===== config.mk =====
export PLATFORM = sky130hd
export DESIGN_NAME = ctrnn_cell
export DESIGN_NICKNAME = d
export VERILOG_FILES = /design/src/hw/rtl/ctrnn_pkg.sv /design/src/hw/rtl/ctrnn_cell.sv
export SDC_FILE = /design/constraint.sdc
export NUM_CORES = 2
export LEC_CHECK = 0
export BUFFER_PORTS_ARGS = -buffer_cell sky130_fd_sc_hd__buf_2
export CAP_MARGIN = 10
export CELL_PAD_IN_SITES_DETAIL_PLACEMENT = 1
export CELL_PAD_IN_SITES_GLOBAL_PLACEMENT = 2
export CORE_MARGIN = 10
export CORE_UTILIZATION = 35
export CTS_CLUSTER_DIAMETER = 60
export DETAILED_ROUTE_END_ITERATION = 8
export PLACE_DENSITY = 0.66
export SLEW_MARGIN = 25
export SYNTH_ARGS = -nofsm -noshare
export SYNTH_HDL_FRONTEND = slang
export SYNTH_SLANG_ARGS = --single-unit

===== constraint.sdc =====
create_clock -name clk_i -period 9.8 [get_ports clk_i]
set_input_delay 0.49 -clock clk_i [delete_from_list [all_inputs] [get_ports clk_i]]
set_output_delay 0.49 -clock clk_i [all_outputs]
set_load 0.005 [all_outputs]

===== src/hw/rtl/ctrnn_pkg.sv =====
`timescale 1ns / 1ps
// ----------------------------------------------------------------------------
// CTRNN package
// Shared widths, opcodes and the piecewise-linear sigmoid.
// ----------------------------------------------------------------------------
package ctrnn_pkg;

  localparam int unsigned QW = 24;

  typedef logic signed [QW-1:0] q_t;
  typedef logic [2:0] op_t;

  localparam op_t OP_STEP   = 3'd0;
  localparam op_t OP_WEIGHT = 3'd1;
  localparam op_t OP_BIAS   = 3'd2;
  localparam op_t OP_STATE  = 3'd3;
  localparam op_t OP_INPUT  = 3'd4;

  localparam logic signed [QW-1:0] QMAX = 24'sh7FFFFF;
  localparam logic signed [QW-1:0] QMIN = -24'sh800000;

  typedef struct packed {
    logic [2:0]  opcode;
    logic [4:0]  source_index;
    logic [4:0]  target_index;
    logic signed [QW-1:0] write_value;
  } cmd_t;

  typedef struct packed {
    logic [4:0]  neuron_index;
    logic signed [QW-1:0] neuron_state;
    logic        last_of_run;
  } res_t;

  typedef struct packed {
    logic clear;
    logic acc;
    logic shift;
  } cell_ctrl_t;

  function automatic logic [16:0] sigmoid_q16(input logic signed [QW:0] a);
    logic [QW:0] m;
    logic [QW:0] s;
    begin
      m = a[QW] ? (QW+1)'(-a) : (QW+1)'(a);
      if (m >= (QW+1)'(327680)) s = (QW+1)'(65536);
      else if (m >= (QW+1)'(155648)) s = (m >> 5) + (QW+1)'(55296);
      else if (m >= (QW+1)'(65536)) s = (m >> 3) + (QW+1)'(40960);
      else s = (m >> 2) + (QW+1)'(32768);
      if (a[QW]) s = (QW+1)'(65536) - s;
      sigmoid_q16 = s[16:0];
    end
  endfunction

  function automatic q_t sat24(input logic signed [47:0] v);
    begin
      if (v > 48'(signed'(QMAX))) sat24 = QMAX;
      else if (v < 48'(signed'(QMIN))) sat24 = QMIN;
      else sat24 = v[QW-1:0];
    end
  endfunction

endpackage


===== src/hw/rtl/ctrnn_cell.sv =====
`timescale 1ns / 1ps
// ----------------------------------------------------------------------------
// CTRNN cell
// Holds one neuron's weight column and accumulator; the sigmoid value passes
// along.
// ----------------------------------------------------------------------------
module ctrnn_cell #(
  parameter int unsigned DEPTH = 8,
  parameter int unsigned AW    = 3
) (
  input  logic                    clk_i,
  input  logic                    rst_ni,
  input  ctrnn_pkg::cell_ctrl_t   ctrl_i,
  input  logic                    w_we_i,
  input  logic [AW-1:0]           w_addr_i,
  input  logic signed [23:0]      w_data_i,
  input  logic                    w_rd_i,
  input  logic [AW-1:0]           w_raddr_i,
  input  logic signed [17:0]      sig_i,
  output logic signed [17:0]      sig_o,
  output logic signed [47:0]      acc_o
);
  import ctrnn_pkg::*;

  q_t wmem [DEPTH];
  q_t w_q;
  logic signed [17:0] sig_q;
  logic signed [47:0] acc_q;
  logic signed [47:0] prod;

  assign prod  = 48'(w_q) * 48'(sig_q);
  assign sig_o = sig_q;
  assign acc_o = acc_q;

  always_ff @(posedge clk_i) begin
    if (w_we_i) wmem[w_addr_i] <= w_data_i;
  end

  always_ff @(posedge clk_i or negedge rst_ni) begin
    if (!rst_ni) begin
      w_q   <= '0;
      sig_q <= '0;
      acc_q <= '0;
    end else begin
      w_q <= w_rd_i ? wmem[w_raddr_i] : '0;
      if (ctrl_i.shift) sig_q <= sig_i;
      if (ctrl_i.clear) acc_q <= '0;
      else if (ctrl_i.acc) acc_q <= acc_q + prod;
    end
  end
endmodule


# Word level (Yosys, flattened, before mapping)
# Memories as Yosys holds them, arrays and structs flattened.
# Index checks and enable logic that the tools add are counted.
# word_totals
regBits,90
latchBits,0
mem_bits_rw,192
mem_bits_ro,0
input_bits,55
out_inout_bits,66
wordCells,12
n_memories,1
# mem_list
name,words,word_bits,rd,rd_clocked_by_memory_dff,write_ports,line,source
wmem,8,24,1,0,1,ctrnn_cell.sv:25,q_t wmem [DEPTH];
# op_classes
n_addsub,1
multipliers,1
n_div,0
n_lt_le_gt_ge,0
eq_ne,0
shifts,0
mux,5
n_bitwise,0
n_reduce_logical,1
# op_table
cell,count
$mux W48,2
$add A48 B42 Y48,1
$mul A24 B18 Y42,1
$mux W24,1
$mux W1,2
$reduce_bool A2 Y1,1

# Logic depth before layout (Yosys ltp)
# depth
word_depth,4
mapped_depth,26
ltp_nobuf,25

# Least setup slack after synthesis
# OpenSTA, ideal clock, no wires.
# synth_path
path_kind,reg-to-reg
from,register w_q[23]
to,"register acc_q[46], in the netlist acc_o[46]"
arrival_ps,6902
setup_slack_ps,2794
path_stages_with_launch,26
path_buffers,3
cell_sequence,dfrtp_1 clkbuf_1 clkbuf_1 nand2_1 fa_1 inv_1 fa_1 inv_1 fa_1 fa_1 inv_1 fa_1 inv_1 fa_1 inv_1 ha_1 ha_1 clkbuf_1 nand4_1 or2_2 o22ai_1 nor2_1 o21ai_0 a21oi_1 or4b_1 o311ai_1
# synth_between
elab_chain_len,4
# synth_rtl
item,line,source
start: declaration,ctrnn_cell.sv:26,q_t w_q;
start signal: assignment,ctrnn_cell.sv:45,w_q <= w_rd_i ? wmem[w_raddr_i] : '0;
$mul A24 B18 Y42,ctrnn_cell.sv:31,assign prod = 48'(w_q) * 48'(sig_q);
$add A48 B42 Y48,ctrnn_cell.sv:48,else if (ctrl_i.acc) acc_q <= acc_q + prod;
$mux W48,ctrnn_cell.sv:48,
$mux W48,ctrnn_cell.sv:47,if (ctrl_i.clear) acc_q <= '0;
end signal: assignment,ctrnn_cell.sv:48,
end: declaration,ctrnn_cell.sv:28,logic signed [47:0] acc_q;
# No other way between the ends. The select of a mux whose other input is x is not followed.
# A chain may end at the register's enable or synchronous reset.

# Final worst setup path
# layout_path
from,"register sig_q[0], in the netlist sig_o[0]"
to,"register acc_q[42], in the netlist acc_o[42]"
# layout_between
elab_chain_len,4
# layout_rtl
item,line,source
start: declaration,ctrnn_cell.sv:27,logic signed [17:0] sig_q;
start signal: assignment,ctrnn_cell.sv:46,if (ctrl_i.shift) sig_q <= sig_i;
$mul A24 B18 Y42,ctrnn_cell.sv:31,
$add A48 B42 Y48,ctrnn_cell.sv:48,
$mux W48,ctrnn_cell.sv:48,
$mux W48,ctrnn_cell.sv:47,
# No other way between the ends. The select of a mux whose other input is x is not followed.

==> metrics.md <==
| Metric | Value |
|---|---|
| Outcome | complete, no violations |
| GRT Resource Usage Total | 0.166 |
| DR pass1 iterations | 5 |
| Worst Max-Slew Pin Slew | ~1.0 ns |
| Top post-synthesis cells by area | fa_1, edfxtp_1, dfrtp_1 |
| Worst path cell trace | nand2_1, fa_1, inv_1, fa_1, inv_1, fa_1, inv_1, fa_1, fa_1, fa_1, ha_1, ha_1, a21oi_1, o21ai_1, or2_1, o311ai_1, nand2_1, a221oi_1, nand4b_1, o221ai_1 |
| Share of synthesized registers carrying an async set or reset | 0.319 |
| Crit path max fanout | 26 |
| Final Hold Vio Count | 0 |
| CTS tree | done |
| FF+latch count, synth | roughly 280 |
| PortBufs | 120 |
| Post-synth top area share | 0.348 |
| GRT overflow | 0 |
| Clk buf depth | 3 |
| Crit path buf inv count | 3 |
| Root Driver | clkbuf_16 |
| Synth warn | 0 |
| Max stage delay on crit path | 0.82 ns |
| Clock skew | ~0.034 ns |
| Cell count after synthesis | about 2.5k |
| Relative slew margins | 0.304 |
| First-pass GRT wire length | about 120,000 um |
| Placeable core area | just over 80,000 um^2 |
| Area growth, synth to finish | 11.2% |
| Period utilization | 0.791 |
| Maxcap violations | 0 |
| Syn avg cell area | 11.4 um^2 |
| Die width | 305 um |
| GP Congestion | between 0.8 and 0.9 |
| Period minus WS final | just under 8 ns |
| Slowest CP cell | dfrtp_1 |
| Antenna Cells | 0 |
| CTS Buf Count | 40 |
| Die ar. | 93,100 um^2 |
| Initial DRC count | 687 |
| Detailed Place HPWL | ~60,000 um |
| Drt wl/cell | around 21 um |
| Ports | 121 |
| Post-synth EDFFs | around 190 |
| Initial Utilization | 0.353 |
| Synth area leader | fa_1 |
| Via-per-instance ratio | a little under 5 |
| Clock latency on the worst-skew pair | about 0.59 ns |
| Endpoint type of the worst setup path | flip-flop |
| Via count | between 15k and 20k |
| Dominant synthesized flop cell | edfxtp_1 |
| Total Neg Setup Slack | 0 ns |
| Unrepaired setup endpoints after global routing | false |
| DIE HEIGHT | roughly 300 um |
| Mapped Nets | between 3k and 4k |
| Sequential share of the synthesized area | 0.282 |
| DR DRC count | 0 |
| Layout cells sized above 1 | 0.116 |
| Final Max Tran Viols | 0 |
| Initial antenna violation count | 2 |
| Placed Instances | 3,598 |
| # setup viols final | 0 |
| NumNets Final | around 3.3k |
| Class of the worst hold path | in2reg |
| CP top delay family | adder cells |
| Critical Path RT | 10.28 ns |
| Critical path startpoint category | flip-flop |
| Vias in the first global route | between 20k and 25k |
| Most frequent CP cell | fa_1 |
| FP Rows | around 100 |
| H-tree levels | 2 |
| WS Path Type | reg2reg |
| Fmax | approximately 130 MHz |
| Synth Cell Area | between 20,000 and 30,000 um^2 |
| Largest net degree at the start of global routing | 52 |
| Post-Layout Cell Count | ~3.7k |
| Routed WL | slightly below 80,000 um |
| Worst-path clk slew | approximately 0.060 ns |
| # fillers | between 8k and 9k |
| Clock net sink count | ~280 |
| Number of library cell types mapped by synthesis | between 60 and 70 |
| Worst Path Arrival | a little over 8 ns |
| DRT antenna net count | 0 |
-- path summary, 6_finish.rpt --
check	cells after the start	startpoint	endpoint	slack (ns)
max	20	sig_o[0]	acc_o[42]	2.05
min	2	sig_i[5]	sig_o[5]	0.15
max reg2reg	20	sig_o[0]	acc_o[42]	2.05
min reg2reg	1	sig_o[4]	sig_o[4]	0.51
max in group asynchronous	3	rst_ni	sig_o[6]	8.03
min in group asynchronous	2	rst_ni	acc_o[37]	0.49
-- registers in the layout, summed over array words and instances (netlist names) --
signal and flops:
sig_o 18, w_q 24, acc_o 48, wmem 192
-- layout by cell type, fill, tap and decap left out, types with 26 or more instances in the layout --
cell type  count
nor2b_1       26
nor2_1        78
mux4_2        48
a21oi_1       43
edfxtp_1     192
fa_1         494
mux2i_1       51
xnor2_1       32
and2_1       220
clkbuf_16     41
nand2_1      237
inv_1        540
dfrtp_1       89
buf_2        119
ha_1         137
-- Yosys cell counts, types with 12 or more instances --
| cell | n |
|---|---|
| o21ai_0 | 21 |
| clkbuf_1 | 85 |
| a211oi_1 | 13 |
| ha_1 | 137 |
| xnor2_1 | 32 |
| mux2_2 | 17 |
| mux4_2 | 48 |
| a21o_1 | 18 |
| inv_1 | 541 |
| nor2_1 | 85 |
| dfrtp_1 | 90 |
| edfxtp_1 | 192 |
| a21oi_1 | 43 |
| and2_1 | 220 |
| nor2b_1 | 26 |
| fa_1 | 494 |
| nor3_1 | 12 |
| nand2_1 | 237 |
| mux2i_1 | 51 |
-- logic make-up after synthesis --
| kind of cell | count (synthesis) | share of synthesized area |
|---|---|---|
| buf+inv | 643 | 0.0855 |
| fa+ha+maj | 631 | 0.408 |
| simple gates | 620 | 0.108 |
| flops | 282 | 0.282 |
| compound gates | 164 | 0.0409 |
| mux | 116 | 0.0627 |
| xor+xnor | 43 | 0.0132 |
-- what timing repair did --
item                                   CTS  global route
setup buffers                            0             0
endpoints found under the hold margin   31             0
hold buffers                             1             0
gates resized for setup                  0             0
-- area by class of cell --
type / count / area (um^2) / area share
Sequential cell: 282 / 8020 / 0.253
Tap cell: 1060 / 1330 / 0.0419
Clock inverter: 28 / 345 / 0.0109
Inverter: 541 / 2030 / 0.0642
Multi-Input combinational cell: 1574 / 18000 / 0.570
Clock buffer: 46 / 1060 / 0.0337
Timing Repair Buffer: 143 / 802 / 0.0254
-- through the flow --
step / setup WS, ns / hold WS [ns] / util / area (um^2)
finish: 2.05 / 0.149 / 0.393 / 31600
detailed placement: 2.02 / 0.499 / 0.375 / 30200
floorplan: 2.79 / 0.194 / - / 28400
global route: 1.48 / 0.131 / 0.393 / 31600
CTS: 1.95 / 0.106 / 0.392 / 31600
global placement: 2.13 / 0.494 / 0.375 / 30200
-- routing by layer --
| metal | vias to the layer above | wire [um] | global-route usage |
|---|---|---|---|
| met3 | 82 | 1760 | 0.0174 |
| met5 | - | 0 | 0 |
| met2 | 184 | 42300 | 0.314 |
| met4 | 0 | 1680 | 0.0381 |
| met1 | 9681 | 31000 | 0.198 |
| li1 | 7927 | - | - |
-- worst reg2reg max path, delay by kind of cell, from the launching register on --
family,cells,cell delay [ns]
compound gates,5,1.24
buf+inv,3,0.93
flops,1,0.82
fa+ha+maj,8,3.75
simple gates,4,0.92
Power is left out: the tool's default activity adds up to more than one toggle a clock period on the data nets, which glitch-free logic cannot reach.
